--- config.mk ---
export PLATFORM = sky130hd
export DESIGN_NAME = utf16_lowercase_mapper_core
export DESIGN_NICKNAME = d
export VERILOG_FILES = /design/src/design/ulm_pkg.sv /design/src/design/utf16_lowercase_mapper_core.sv
export SDC_FILE = /design/constraint.sdc
export NUM_CORES = 1
export LEC_CHECK = 0
export BUFFER_PORTS_ARGS = -buffer_cell sky130_fd_sc_hd__buf_4
export CAP_MARGIN = 40
export CORE_MARGIN = 1
export CORE_UTILIZATION = 40
export DETAILED_ROUTE_END_ITERATION = 12
export GPL_TIMING_DRIVEN = 0
export MAX_ROUTING_LAYER = met4
export PLACE_DENSITY_LB_ADDON = 0.25
export SLEW_MARGIN = 20
export SYNTH_ARGS = -nofsm -noshare
export SYNTH_HDL_FRONTEND = slang
export SYNTH_SLANG_ARGS = --single-unit
export TNS_END_PERCENT = 30
--- constraint.sdc ---
create_clock -name clk -period 2.8 [get_ports clk]
set_input_delay 0.14 -clock clk [delete_from_list [all_inputs] [get_ports clk]]
set_output_delay 0.14 -clock clk [all_outputs]
set_load 0.01 [all_outputs]
--- src/design/ulm_pkg.sv ---
// ----------------------------------------------------------------------------
// ulm_pkg: shared types and decode for the UTF-16 lowercase mapper
// Word structs, the mapping class codes and the range decode that sorts a
// code unit into the class that gives its lowercase form.
// ----------------------------------------------------------------------------
package ulm_pkg;

  localparam int unsigned UnitW = 16;

  // first and last code units of the ranges, and the special letters
  localparam logic [UnitW-1:0] AsciiCapFirst    = 16'h0041;
  localparam logic [UnitW-1:0] AsciiCapLast     = 16'h005A;
  localparam logic [UnitW-1:0] FullCapFirst     = 16'hFF21;
  localparam logic [UnitW-1:0] FullCapLast      = 16'hFF3A;
  localparam logic [UnitW-1:0] GreekCapFirst    = 16'h0391;
  localparam logic [UnitW-1:0] GreekCapLast     = 16'h03A9;
  localparam logic [UnitW-1:0] CyrCapFirst      = 16'h0410;
  localparam logic [UnitW-1:0] CyrCapLast       = 16'h042F;
  localparam logic [UnitW-1:0] CyrExtFirst      = 16'h0400;
  localparam logic [UnitW-1:0] CyrExtLast       = 16'h040F;
  localparam logic [UnitW-1:0] Latin1CapFirst   = 16'h00C0;
  localparam logic [UnitW-1:0] Latin1CapLast    = 16'h00DE;
  localparam logic [UnitW-1:0] MulSign          = 16'h00D7;
  localparam logic [UnitW-1:0] CapYDiaeresis    = 16'h0178;
  localparam logic [UnitW-1:0] LowYDiaeresis    = 16'h00FF;
  localparam logic [UnitW-1:0] CapIDotAbove     = 16'h0130;
  localparam logic [UnitW-1:0] LowI             = 16'h0069;
  localparam logic [UnitW-1:0] CapReversedE     = 16'h018E;
  localparam logic [UnitW-1:0] LowTurnedE       = 16'h01DD;
  localparam logic [UnitW-1:0] CapHwair         = 16'h01F6;
  localparam logic [UnitW-1:0] LowHwair         = 16'h0195;
  localparam logic [UnitW-1:0] CapWynn          = 16'h01F7;
  localparam logic [UnitW-1:0] LowWynn          = 16'h01BF;
  localparam logic [UnitW-1:0] LatinAddFirstA   = 16'h1E00;
  localparam logic [UnitW-1:0] LatinAddLastA    = 16'h1E95;
  localparam logic [UnitW-1:0] LatinAddFirstB   = 16'h1EA0;
  localparam logic [UnitW-1:0] LatinAddLastB    = 16'h1EFF;

  // offsets
  localparam logic [UnitW-1:0] CaseOffset       = 16'h0020;
  localparam logic [UnitW-1:0] CyrExtOffset     = 16'h0050;
  localparam logic [UnitW-1:0] DigraphOffset    = 16'h0002;
  localparam logic [UnitW-1:0] TitleOffset      = 16'h0001;

  // pipeline depth seen at the ports, start to done
  localparam int unsigned PipeDepth = 3;

  // input word
  typedef struct packed {
    logic [UnitW-1:0] code_unit;
    logic             last_unit;
  } ulm_in_t;

  // result word
  typedef struct packed {
    logic [UnitW-1:0] lower_unit;
    logic             last_out;
  } ulm_out_t;

  // how a unit turns into its lowercase form
  typedef enum logic [2:0] {
    CLS_KEEP,      // passes unchanged
    CLS_ADD_CASE,  // plus 0x20
    CLS_ADD_CYR,   // plus 0x50
    CLS_SET_LOW,   // or with 1
    CLS_ODD_STEP,  // odd units plus one
    CLS_ADD_DIGR,  // plus 2
    CLS_ADD_TITLE, // plus 1
    CLS_FIXED      // replaced by a fixed letter
  } ulm_cls_t;

  function automatic logic in_rng(input logic [UnitW-1:0] c,
                                  input logic [UnitW-1:0] lo,
                                  input logic [UnitW-1:0] hi);
    return (c >= lo) && (c <= hi);
  endfunction

  function automatic logic low_bit_rng(input logic [UnitW-1:0] c);
    return in_rng(c, 16'h0100, 16'h0137) || in_rng(c, 16'h014A, 16'h0177) ||
           in_rng(c, 16'h0180, 16'h0185) || in_rng(c, 16'h0198, 16'h0199) ||
           in_rng(c, 16'h01A0, 16'h01A5) || in_rng(c, 16'h01AC, 16'h01AD) ||
           in_rng(c, 16'h01B8, 16'h01B9) || in_rng(c, 16'h01BC, 16'h01BD) ||
           in_rng(c, 16'h01DE, 16'h01EF) || in_rng(c, 16'h01F4, 16'h01F5) ||
           in_rng(c, 16'h01F8, 16'h01FF);
  endfunction

  function automatic logic odd_step_rng(input logic [UnitW-1:0] c);
    return in_rng(c, 16'h0139, 16'h0148) || in_rng(c, 16'h0179, 16'h017E) ||
           in_rng(c, 16'h0187, 16'h018C) || in_rng(c, 16'h0191, 16'h0192) ||
           in_rng(c, 16'h01A7, 16'h01A8) || in_rng(c, 16'h01AF, 16'h01B0) ||
           in_rng(c, 16'h01B3, 16'h01B6) || in_rng(c, 16'h01CD, 16'h01DC);
  endfunction

  // first matching rule wins
  function automatic ulm_cls_t ulm_classify(input logic [UnitW-1:0] c);
    ulm_cls_t cls;
    cls = CLS_KEEP;
    if (in_rng(c, AsciiCapFirst, AsciiCapLast))        cls = CLS_ADD_CASE;
    else if (in_rng(c, FullCapFirst, FullCapLast))     cls = CLS_ADD_CASE;
    else if (in_rng(c, GreekCapFirst, GreekCapLast))   cls = CLS_ADD_CASE;
    else if (in_rng(c, CyrCapFirst, CyrCapLast))       cls = CLS_ADD_CASE;
    else if (in_rng(c, CyrExtFirst, CyrExtLast))       cls = CLS_ADD_CYR;
    else if (in_rng(c, Latin1CapFirst, Latin1CapLast) && (c != MulSign))
                                                       cls = CLS_ADD_CASE;
    else if (c == CapYDiaeresis || c == CapIDotAbove)  cls = CLS_FIXED;
    else if (low_bit_rng(c))                           cls = CLS_SET_LOW;
    else if (odd_step_rng(c))                          cls = CLS_ODD_STEP;
    else if (c == 16'h01C4 || c == 16'h01C7 || c == 16'h01CA || c == 16'h01F1)
                                                       cls = CLS_ADD_DIGR;
    else if (c == 16'h01C5 || c == 16'h01C8 || c == 16'h01CB || c == 16'h01F2)
                                                       cls = CLS_ADD_TITLE;
    else if (c == CapReversedE || c == CapHwair || c == CapWynn)
                                                       cls = CLS_FIXED;
    else if (in_rng(c, LatinAddFirstA, LatinAddLastA) ||
             in_rng(c, LatinAddFirstB, LatinAddLastB)) cls = CLS_SET_LOW;
    return cls;
  endfunction

  // lowercase letter for the irregular capitals
  function automatic logic [UnitW-1:0] ulm_fixed(input logic [UnitW-1:0] c);
    logic [UnitW-1:0] v;
    v = c;
    if (c == CapYDiaeresis)     v = LowYDiaeresis;
    else if (c == CapIDotAbove) v = LowI;
    else if (c == CapReversedE) v = LowTurnedE;
    else if (c == CapHwair)     v = LowHwair;
    else if (c == CapWynn)      v = LowWynn;
    return v;
  endfunction

endpackage

--- src/design/utf16_lowercase_mapper_core.sv ---
// ----------------------------------------------------------------------------
// utf16_lowercase_mapper_core: lowercase mapping of UTF-16 code units
// Three-stage pipeline: range decode, mapping arithmetic, result register.
// ----------------------------------------------------------------------------
// One code unit enters per clock: busy is always low, so a word is taken at
// every edge where start is high. Its result appears on result with done
// high once the word has passed the three register stages (decode, add,
// output), for one cycle only; the receiver must take it then. Units
// outside the covered letter ranges, surrogate halves included, come back
// unchanged; last_out is a copy of last_unit.
module utf16_lowercase_mapper_core (
  input  logic             clk,
  input  logic             rst,
  input  logic             start,
  output logic             busy,
  input  ulm_pkg::ulm_in_t item,
  output logic             done,
  output ulm_pkg::ulm_out_t result
);
  import ulm_pkg::*;

  // stage 1: decoded word
  logic             v1;
  ulm_cls_t         cls1;
  logic [UnitW-1:0] unit1;
  logic [UnitW-1:0] fixed1;
  logic             last1;

  // stage 2: mapped word
  logic             v2;
  logic [UnitW-1:0] unit2;
  logic             last2;
  logic [UnitW-1:0] unit2_next;

  // stage 3: output word
  logic             v3;
  ulm_out_t         res3;

  // no stall source: a word is accepted every cycle
  assign busy = 1'b0;

  // valid bits travel with the words
  always_ff @(posedge clk) begin
    if (rst) begin
      v1 <= 1'b0;
      v2 <= 1'b0;
      v3 <= 1'b0;
    end else begin
      v1 <= start && !busy;
      v2 <= v1;
      v3 <= v2;
    end
  end

  // stage 1: range decode
  always_ff @(posedge clk) begin
    cls1   <= ulm_classify(item.code_unit);
    fixed1 <= ulm_fixed(item.code_unit);
    unit1  <= item.code_unit;
    last1  <= item.last_unit;
  end

  // stage 2 logic: apply the class
  always_comb begin
    unique case (cls1)
      CLS_KEEP:      unit2_next = unit1;
      CLS_ADD_CASE:  unit2_next = unit1 + CaseOffset;
      CLS_ADD_CYR:   unit2_next = unit1 + CyrExtOffset;
      CLS_SET_LOW:   unit2_next = unit1 | TitleOffset;
      CLS_ODD_STEP:  unit2_next = unit1 + {{(UnitW-1){1'b0}}, unit1[0]};
      CLS_ADD_DIGR:  unit2_next = unit1 + DigraphOffset;
      CLS_ADD_TITLE: unit2_next = unit1 + TitleOffset;
      CLS_FIXED:     unit2_next = fixed1;
      default:       unit2_next = unit1;
    endcase
  end

  always_ff @(posedge clk) begin
    unit2 <= unit2_next;
    last2 <= last1;
  end

  // stage 3: output register
  always_ff @(posedge clk) begin
    res3.lower_unit <= unit2;
    res3.last_out   <= last2;
  end

  assign done   = v3;
  assign result = res3;

endmodule

Yosys cells after proc, flatten, opt, wreduce, memory -nomap -nowiden
Cells that the tools add are included.
- output and inout bits: 19
- register bits: 73
- logic and storage cells: 170
- input port bits: 20
- reduce and logical (&&, ||, !) cells: 61
- magnitude comparators: 54
- add/sub/neg operators: 5
- eq/ne operators: 21
- muxes and demuxes: 14
- operators with widths (cell ; count):
    $ge 16x9->1 const B ; 19
    $le 16x9->1 const B ; 19
    $eq 16x9->1 const B ; 13
    $pmux 16 s8 ; 1
    $ge 16x11->1 const B ; 2
    $ge 16x13->1 const B ; 2
    $le 16x11->1 const B ; 2
    $le 16x13->1 const B ; 2
    $logic_and 1x1->1 ; 28
    $logic_or 1x1->1 ; 27
    $mux 9 ; 3
    $mux 3 ; 6
    $add 16x1->16 ; 1
    $add 16x1->16 const B ; 1
    $add 16x2->16 const B ; 1
    $add 16x6->16 const B ; 1
    $add 16x7->16 const B ; 1
    $ge 16x10->1 const B ; 1
    $ge 16x16->1 const B ; 1
    $ge 16x7->1 const B ; 1
    $ge 16x8->1 const B ; 1
    $le 16x10->1 const B ; 1
    $le 16x16->1 const B ; 1
    $le 16x7->1 const B ; 1
    13 further kinds ; 19

Logic depth before layout (Yosys ltp)
Gate-level depths: netlist (run 1).
- depth in word-level cells: 16
- mapped depth: 9
- gate-level depth less buffers: 8

Worst setup path after synthesis (run 1)
Ideal clock, no wire load.
- kind: register to register
- start: register unit1[5]
- end: register unit2[11]
- data arrival time: 1.565 ns
- slack: 1.094 ns
- required time: 2.660 ns
- stages on the path, launching flop included: 8
- cell sequence: dfxtp_1 -> ha_1 -> clkbuf_1 -> and3_1 -> o21ai_0 -> a211o_1 -> nand3_1 -> o311ai_0
- cells in the longest elaborated chain, start to end: 2
- elaborated cells on any way between the ends: 6
- RTL lines (item ; line ; RTL):
    start: declaration ; utf16_lowercase_mapper_core.sv:25 ; logic [UnitW-1:0] unit1;
    start signal: assignment ; utf16_lowercase_mapper_core.sv:59 ; unit1 <= item.code_unit;
    $add 16x1->16 (tied with other cells) ; utf16_lowercase_mapper_core.sv:72 ; CLS_ADD_TITLE: unit2_next = unit1 + TitleOffset;
    $pmux 16 s8 (*) ; utf16_lowercase_mapper_core.sv:65 ; unique case (cls1)
    net unit2_next[11] ; utf16_lowercase_mapper_core.sv:33 ; logic [UnitW-1:0] unit2_next;
    end signal: assignment ; utf16_lowercase_mapper_core.sv:79 ; unit2 <= unit2_next;
    end: declaration ; utf16_lowercase_mapper_core.sv:31 ; logic [UnitW-1:0] unit2;
The timed path passes the listed nets; every way through them passes the cells marked *.
A chain may end at the register's enable or synchronous reset.

Worst setup path after layout (run 1)
- start: input port item[1] in the netlist's numbering
- end: register cls1[1]
- cells in the longest elaborated chain, start to end: 16
- elaborated cells on any way between the ends: 133
- RTL lines (item ; line ; RTL):
    start: declaration ; utf16_lowercase_mapper_core.sv:16 ; input ulm_pkg::ulm_in_t item,
    $ge 16x9->1 / $le 16x9->1 (equally long branches) ; ulm_pkg.sv:75 ; return (c >= lo) && (c <= hi);
    $logic_and 1x1->1 ; ulm_pkg.sv:75 ;
    $logic_or 1x1->1 (2 in a row) ; ulm_pkg.sv:79 ; return in_rng(c, 16'h0100, 16'h0137) || in_rng(c, 16'h014A, 16'h0177) ||
    $logic_or 1x1->1 (2 in a row) ; ulm_pkg.sv:80 ; in_rng(c, 16'h0180, 16'h0185) || in_rng(c, 16'h0198, 16'h0199) ||
    $logic_or 1x1->1 (2 in a row) ; ulm_pkg.sv:81 ; in_rng(c, 16'h01A0, 16'h01A5) || in_rng(c, 16'h01AC, 16'h01AD) ||
    $logic_or 1x1->1 (2 in a row) ; ulm_pkg.sv:82 ; in_rng(c, 16'h01B8, 16'h01B9) || in_rng(c, 16'h01BC, 16'h01BD) ||
    $logic_or 1x1->1 (2 in a row) ; ulm_pkg.sv:83 ; in_rng(c, 16'h01DE, 16'h01EF) || in_rng(c, 16'h01F4, 16'h01F5) ||
    $mux 3 ; ulm_pkg.sv:106 ; else if (low_bit_rng(c)) cls = CLS_SET_LOW;
    $mux 3 ; ulm_pkg.sv:105 ; else if (c == CapYDiaeresis || c == CapIDotAbove) cls = CLS_FIXED;
    $mux 2 ; ulm_pkg.sv:103 ; else if (in_rng(c, Latin1CapFirst, Latin1CapLast) && (c != MulSign))
    $mux 2 ; ulm_pkg.sv:102 ; else if (in_rng(c, CyrExtFirst, CyrExtLast)) cls = CLS_ADD_CYR;
    end signal: assignment ; utf16_lowercase_mapper_core.sv:57 ; cls1 <= ulm_classify(item.code_unit);
    end: declaration ; utf16_lowercase_mapper_core.sv:24 ; ulm_cls_t cls1;
Several ways; a longest one is shown, not always the timed one.

==> results of run 1 <==
==> what timing repair did <==
item / CTS / global route
endpoints found under the hold margin: 21 / 0
hold buffers: 18 / 0
setup endpoints to repair: 0 / 0
setup buffers: 0 / 0
==> worst max-delay path, delay by kind of cell <==
kind,cells,cell delay (ns)
and+or+nand+nor,4,1.34
buffers and inverters,3,0.84
AOI/OAI and AO/OA,2,0.30
==> area by class of cell <==
class	count	area [sq um]
clock inverter	7	100
buffer	47	238
clock buffer	9	124
timing repair buffer	55	458
multi-input combinational	350	2150
sequential	73	1460
fill	883	4600
inverter	11	41.3
tap	129	161
==> registers in the layout, indices dropped and copies added (netlist names) <==
signal  cells
result     17
v1          1
unit1      16
cls1        3
last1       1
last2       1
v2          1
fixed1     16
unit2      16
done        1
==> power by group through the flow <==
| stage | logic [mW] | registers (mW) | clock network [mW] |
|---|---|---|---|
| after global placement | 0.275 | 1.14 | 0 |
| after detailed placement | 0.273 | 1.15 | 0 |
| after CTS | 0.295 | 1.12 | 0.932 |
| after global routing | 0.325 | 1.13 | 0.965 |
| final | 0.302 | 1.12 | 0.913 |
| after floorplan | 0.159 | 1.15 | 0 |
==> layout by cell type (no fill, tap or decap), types with 7 or more instances in the layout <==
| cell | Yosys | routed |
|---|---|---|
| and3_1 | 7 | 7 |
| dfxtp_1 | 73 | 73 |
| nand2b_1 | 9 | 9 |
| buf_4 | 4 | 41 |
| nand4_1 | 16 | 16 |
| clkbuf_1 | 20 | 20 |
| nor3_1 | 9 | 9 |
| a21oi_1 | 34 | 34 |
| o21ai_0 | 27 | 27 |
| nor2b_1 | 14 | 14 |
| nand2_1 | 51 | 51 |
| dlygate4sd3_1 | 0 | 18 |
| clkbuf_8 | 0 | 9 |
| inv_1 | 11 | 11 |
| nor2_1 | 34 | 34 |
| buf_2 | 17 | 17 |
| o31ai_1 | 9 | 9 |
| nand3_1 | 20 | 20 |
==> kinds of logic after synthesis <==
| kind of cell | after synthesis | share of synthesized area [%] |
|---|---|---|
| simple gates | 196 | 27.2 |
| compound gates | 140 | 24.3 |
| flops | 73 | 37.6 |
| buf+inv | 58 | 7.17 |
| fa+ha+maj | 5 | 1.61 |
| xor+xnor | 4 | 0.901 |
| mux | 4 | 1.09 |
| other cells | 1 | 0.0964 |
==> metrics by stage <==
step | cell area, sq um | cells | power (mW)
2_1_floorplan | 3890 | 481 | 1.30
3_3_place_gp | 4330 | 647 | 1.42
3_5_place_dp | 4330 | 647 | 1.42
4_1_cts | 4730 | 681 | 2.35
5_1_grt | 4730 | 681 | 2.42
6_report | 4730 | 681 | 2.34
==> final timing paths <==
kind,depth (start not counted),endpoint
worst max-delay path,9,cls1[1]
worst min-delay path,2,v1
worst max register to register,7,unit2[11]
worst min register to register,0,result[8]
==> per-layer routing <==
| layer | GRT usage, % | wire length [um] |
|---|---|---|
| met1 | 28.4 | 4800 |
| met2 | 39.9 | 5510 |
| met3 | 3.05 | 883 |
| met4 | 15.7 | 556 |
| met5 | - | 0 |
==> impl_metrics.env, run 1 <==
export IMPL_routed_wl_um=11800
export IMPL_drt_initial_drc_count=272
export IMPL_die_w_um=101
export IMPL_layout_drive_gt1_share_pct=16.7
export IMPL_drc=0
export IMPL_ys_seq_area_share_pct=37.6
export IMPL_overflow=0
export IMPL_async_flop_share_pct=0
export IMPL_min_delay_start="start"
export IMPL_clk_latency_ns=0.37
export IMPL_die_area_sq_mm=0.0101
export IMPL_clk_path_buf_depth=2
export IMPL_path_class="in2reg"
export IMPL_post_cts_resized=0
export IMPL_vias=4082
export IMPL_synth_area_leaders="dfxtp_1 (38%), nand2_1 (4.9%), a21oi_1 (4.4%)"
export IMPL_rr_startpoint="unit1[5]"
export IMPL_vias_per_cell=5.99
export IMPL_sw_frac_of_total_pct=25.9
export IMPL_yosysMostFrequentCell="dfxtp_1"
export IMPL_worst_pin_slew_ns=0.737
export IMPL_outcome="finished, final reports clean"
export IMPL_whs_ns=0.00919
export IMPL_root_buffer="clkbuf_8"
export IMPL_setup_viol=0
export IMPL_required_ns=3.09
export IMPL_finClkSkew_ns=0.0185
export IMPL_grt_max_degree=15
export IMPL_ios=39
export IMPL_switchingPower_mw=0.605
export IMPL_cts_made_buffers=9
export IMPL_coreArea_sq_mm=0.00933
export IMPL_dr_pass1_iters=5
export IMPL_die_h_um=101
export IMPL_dp_slack_ns=0.753
export IMPL_ys_types=71
export IMPL_seq_power_share_pct=48.0
export IMPL_first_global_vias=3721
export IMPL_hpwlAfterDp_um=8550
export IMPL_power_internal_mw=1.73
export IMPL_crit_fanout=10
export IMPL_grt_antenna_before_repair=0
export IMPL_crit_chain="dlygate4sd3_1, buf_4, buf_2, nor3_1, o21ai_1, nor4_4, nand4b_1, a21oi_1, nand4b_1"
export IMPL_startpoint_type="input pin"
export IMPL_grt_usage_pct=24.4
export IMPL_synthTopCellsByCount="dfxtp_1 (73), nand2_1 (51), a21oi_1 (34), nor2_1 (34), o21ai_0 (27)"
export IMPL_fin_util_pct=50.7
export IMPL_yosys_area_top_type_share_pct=37.6
export IMPL_final_antenna_net_count=0
export IMPL_synth_nets=506
export IMPL_synth_area_per_cell_sq_um=8.08
export IMPL_netlist_instances=481
export IMPL_syn_to_final_growth_pct=21.7
export IMPL_rsz0062_at_grt="no"
export IMPL_synth_ff_type="dfxtp_1"
export IMPL_power_frac_comb_pct=12.9
export IMPL_start_util_pct=41.7
export IMPL_diodes=0
export IMPL_finalHoldViolCount=0
export IMPL_grt_pass1_wl_um=18600
export IMPL_yosysWarnings=0
export IMPL_cts_clk_slew_worst_paths_ns=0.09
export IMPL_irDropWorstVdd_uv=242
export IMPL_ys_ff_latch=73
export IMPL_worst_r2r_setup_slack_ns=0.70
export IMPL_h_tree_depth=3
export IMPL_worstSetupStartpoint="item[1]"
export IMPL_powerDensity_mw_per_mm2=494
export IMPL_globalplace_congestion=0.963
export IMPL_cts_tree="built"
export IMPL_crit_path_top_delay_cell="nor3_1"
export IMPL_cts_sinks=73
export IMPL_nets=572
export IMPL_clkPwrFrac_pct=39.1
export IMPL_portBuffers=37
export IMPL_crit_arrival_ns=2.64
export IMPL_slew_headroom_pct=50.4
export IMPL_wl_per_cell_um=17.3
export IMPL_yosys_area_top_type="dfxtp_1"
export IMPL_synth_cell_area_sq_mm=0.00389
export IMPL_cp_end_kind="flip-flop"
export IMPL_hold_class="in2reg"
export IMPL_finalCritPeriodShare_pct=84.0
export IMPL_cap_violations=0
export IMPL_synth_edff_count=0
export IMPL_rows=35
export IMPL_max_freq_mhz=425
export IMPL_period_needed_ns=2.35
export IMPL_power_leakage_nw=1.83
export IMPL_cpMostUsedCell="nand4b_1"
export IMPL_final_max_slew_violation_count=0
export IMPL_slowest_delay_ns=0.60
export IMPL_setup_tns_final_ns=0
export IMPL_setup_slack_ns=0.447
No activity file was read; power rests on OpenSTA's default activity.
==> inputs of run 2 (changes only) <==
Clock period 2.8 ns to 2 ns, I/O delays scaled along.
==> impl_metrics.env, run 2 (synthesis gave the netlist of run 1 again) <==
export IMPL_outcome="finished, final reports clean"
export IMPL_period_needed_ns=1.95
export IMPL_grt_pass1_wl_um=18700
export IMPL_cts_tree="built"
export IMPL_rr_worst_depth=6
export IMPL_irDropWorstVdd_uv=339
export IMPL_crit_arrival_ns=2.24
export IMPL_die_w_um=101
export IMPL_routed_wl_um=11800
export IMPL_cts_clk_slew_worst_paths_ns=0.07
export IMPL_h_tree_depth=3
export IMPL_globalplace_congestion=0.963
export IMPL_finClkSkew_ns=0.0190
export IMPL_power_mw=3.29
export IMPL_dr_pass1_iters=6
export IMPL_worst_r2r_setup_slack_ns=0.10
export IMPL_diodes=0
export IMPL_syn_to_final_growth_pct=23.4
export IMPL_first_global_vias=3769
export IMPL_die_area_sq_mm=0.0101
export IMPL_setup_tns_final_ns=0
export IMPL_clk_path_buf_depth=2
export IMPL_nets=571
export IMPL_rr_startpoint="unit1[2]"
export IMPL_startpoint_type="input pin"
export IMPL_largest_reg_flops=17
export IMPL_setup_viol=0
export IMPL_portBuffers=37
export IMPL_slew_headroom_pct=52.3
export IMPL_final_cells=680
export IMPL_start_util_pct=41.7
export IMPL_powerDensity_mw_per_mm2=685
export IMPL_whs_endpoint="fixed1[8]"
export IMPL_final_cell_mix="dfxtp_1 (67), nand2_1 (50), buf_4 (42)"
export IMPL_hold_path_depth=4
export IMPL_drc=0
export IMPL_required_ns=2.29
export IMPL_dp_slack_ns=-0.0445
export IMPL_setup_slack_ns=0.0471
export IMPL_final_cell_area_sq_mm=0.00480
export IMPL_worst_pin_slew_ns=0.710
export IMPL_cts_setup_buffers=0
export IMPL_clk_latency_ns=0.37
export IMPL_grt_usage_pct=24.5
export IMPL_placed_cell_area_sq_mm=0.00433
export IMPL_finalCritPeriodShare_pct=97.6
export IMPL_coreArea_sq_mm=0.00933
export IMPL_ios=39
export IMPL_die_h_um=101
export IMPL_cts_sinks=73
export IMPL_cap_violations=0
export IMPL_rows=35
export IMPL_min_delay_start="item[8]"
export IMPL_drt_initial_drc_count=304
export IMPL_max_freq_mhz=512
export IMPL_vias=4027
export IMPL_regToRegEndpoint="unit2[11]"
export IMPL_final_antenna_net_count=0
export IMPL_wl_per_cell_um=17.3
export IMPL_power_leakage_nw=1.85
export IMPL_cp_end_kind="flip-flop"
export IMPL_cts_made_buffers=9
export IMPL_finalHoldViolCount=0
export IMPL_grt_antenna_before_repair=0
export IMPL_grt_max_degree=15
export IMPL_vias_per_cell=5.92
export IMPL_final_common_cell="dfxtp_1"
export IMPL_root_buffer="clkbuf_8"
export IMPL_layout_drive_gt1_share_pct=19.6
export IMPL_hpwlAfterDp_um=8550
export IMPL_path_class="in2reg"
export IMPL_crit_fanout=7
export IMPL_hold_class="in2reg"
export IMPL_overflow=0
export IMPL_placed_cells=647
export IMPL_final_max_slew_violation_count=0
run 2: cell types whose count changed in the layout (fill, tap and decap cells not counted), moves of 2 or more:
cell	previous run	this run
buf_2	17	15
clkbuf_1	20	15
clkbuf_2	2	4
dfxtp_1	73	67
dfxtp_2	0	4
dfxtp_4	0	2
ha_1	5	3
ha_2	0	2
run 2: metrics by stage:
step	utilization, %	hold WS (ns)
CTS	50.9	0.169
global route	51.5	0.215
finish	51.5	0.186
floorplan	-	0.128
global placement	46.4	0.205
detailed placement	46.4	0.206
run 2: worst max-delay path by stage:
stage	from	to	slack [ns]	depth (start not counted)
5_1_grt	item[6]	cls1[0]	-0.02	9
3_5_place_dp	unit1[5]	unit2[11]	-0.04	7
4_1_cts	unit1[2]	unit2[11]	0.0003	6
6_report	item[6]	cls1[2]	0.05	8
2_1_floorplan	unit1[5]	unit2[11]	0.29	7
3_3_place_gp	item[1]	cls1[1]	-0.08	8
run 2: worst max-delay path, cell delays in order:
cell and delay [ns]:
dlygate4sd3_1 0.52, buf_4 0.15, nand4_2 0.23, or4_4 0.56, o41a_1 0.14, a221oi_2 0.33, a211oi_1 0.08, nand4_1 0.12
run 2: layer usage:
layer | up-vias | global-route usage [%] | wire, um | part of all wire (%)
li1 | 1894 | - | - | -
met1 | 1853 | 28.4 | 4870 | 41
met2 | 230 | 40.1 | 5550 | 47
met3 | 50 | 3.05 | 812 | 6.9
met4 | 0 | 15.9 | 546 | 4.6
met5 | - | - | 0 | 0
run 2: cell type report:
type	instances	area [sq um]
multi-input combinational	350	2190
sequential	73	1470
inverter	11	41.3
clock inverter	7	100
buffer	45	245
fill	866	4530
clock buffer	9	124
timing repair buffer	56	468
tap	129	161
run 2: report_power, final:
part	internal (mW)	leakage, nW	switching [mW]	total, mW
clock network	0.712	0.114	0.573	1.28
registers	1.53	0.615	0.0407	1.57
logic	0.186	1.12	0.243	0.428
run 2: repair_timing:
action | 4_1_cts | 5_1_grt
endpoints found under the hold margin | 27 | 0
setup endpoints to repair | 2 | 14
resized for setup | 1 | 30
pin swaps | 0 | 6
hold buffers | 19 | 0
gates cloned | 0 | 0
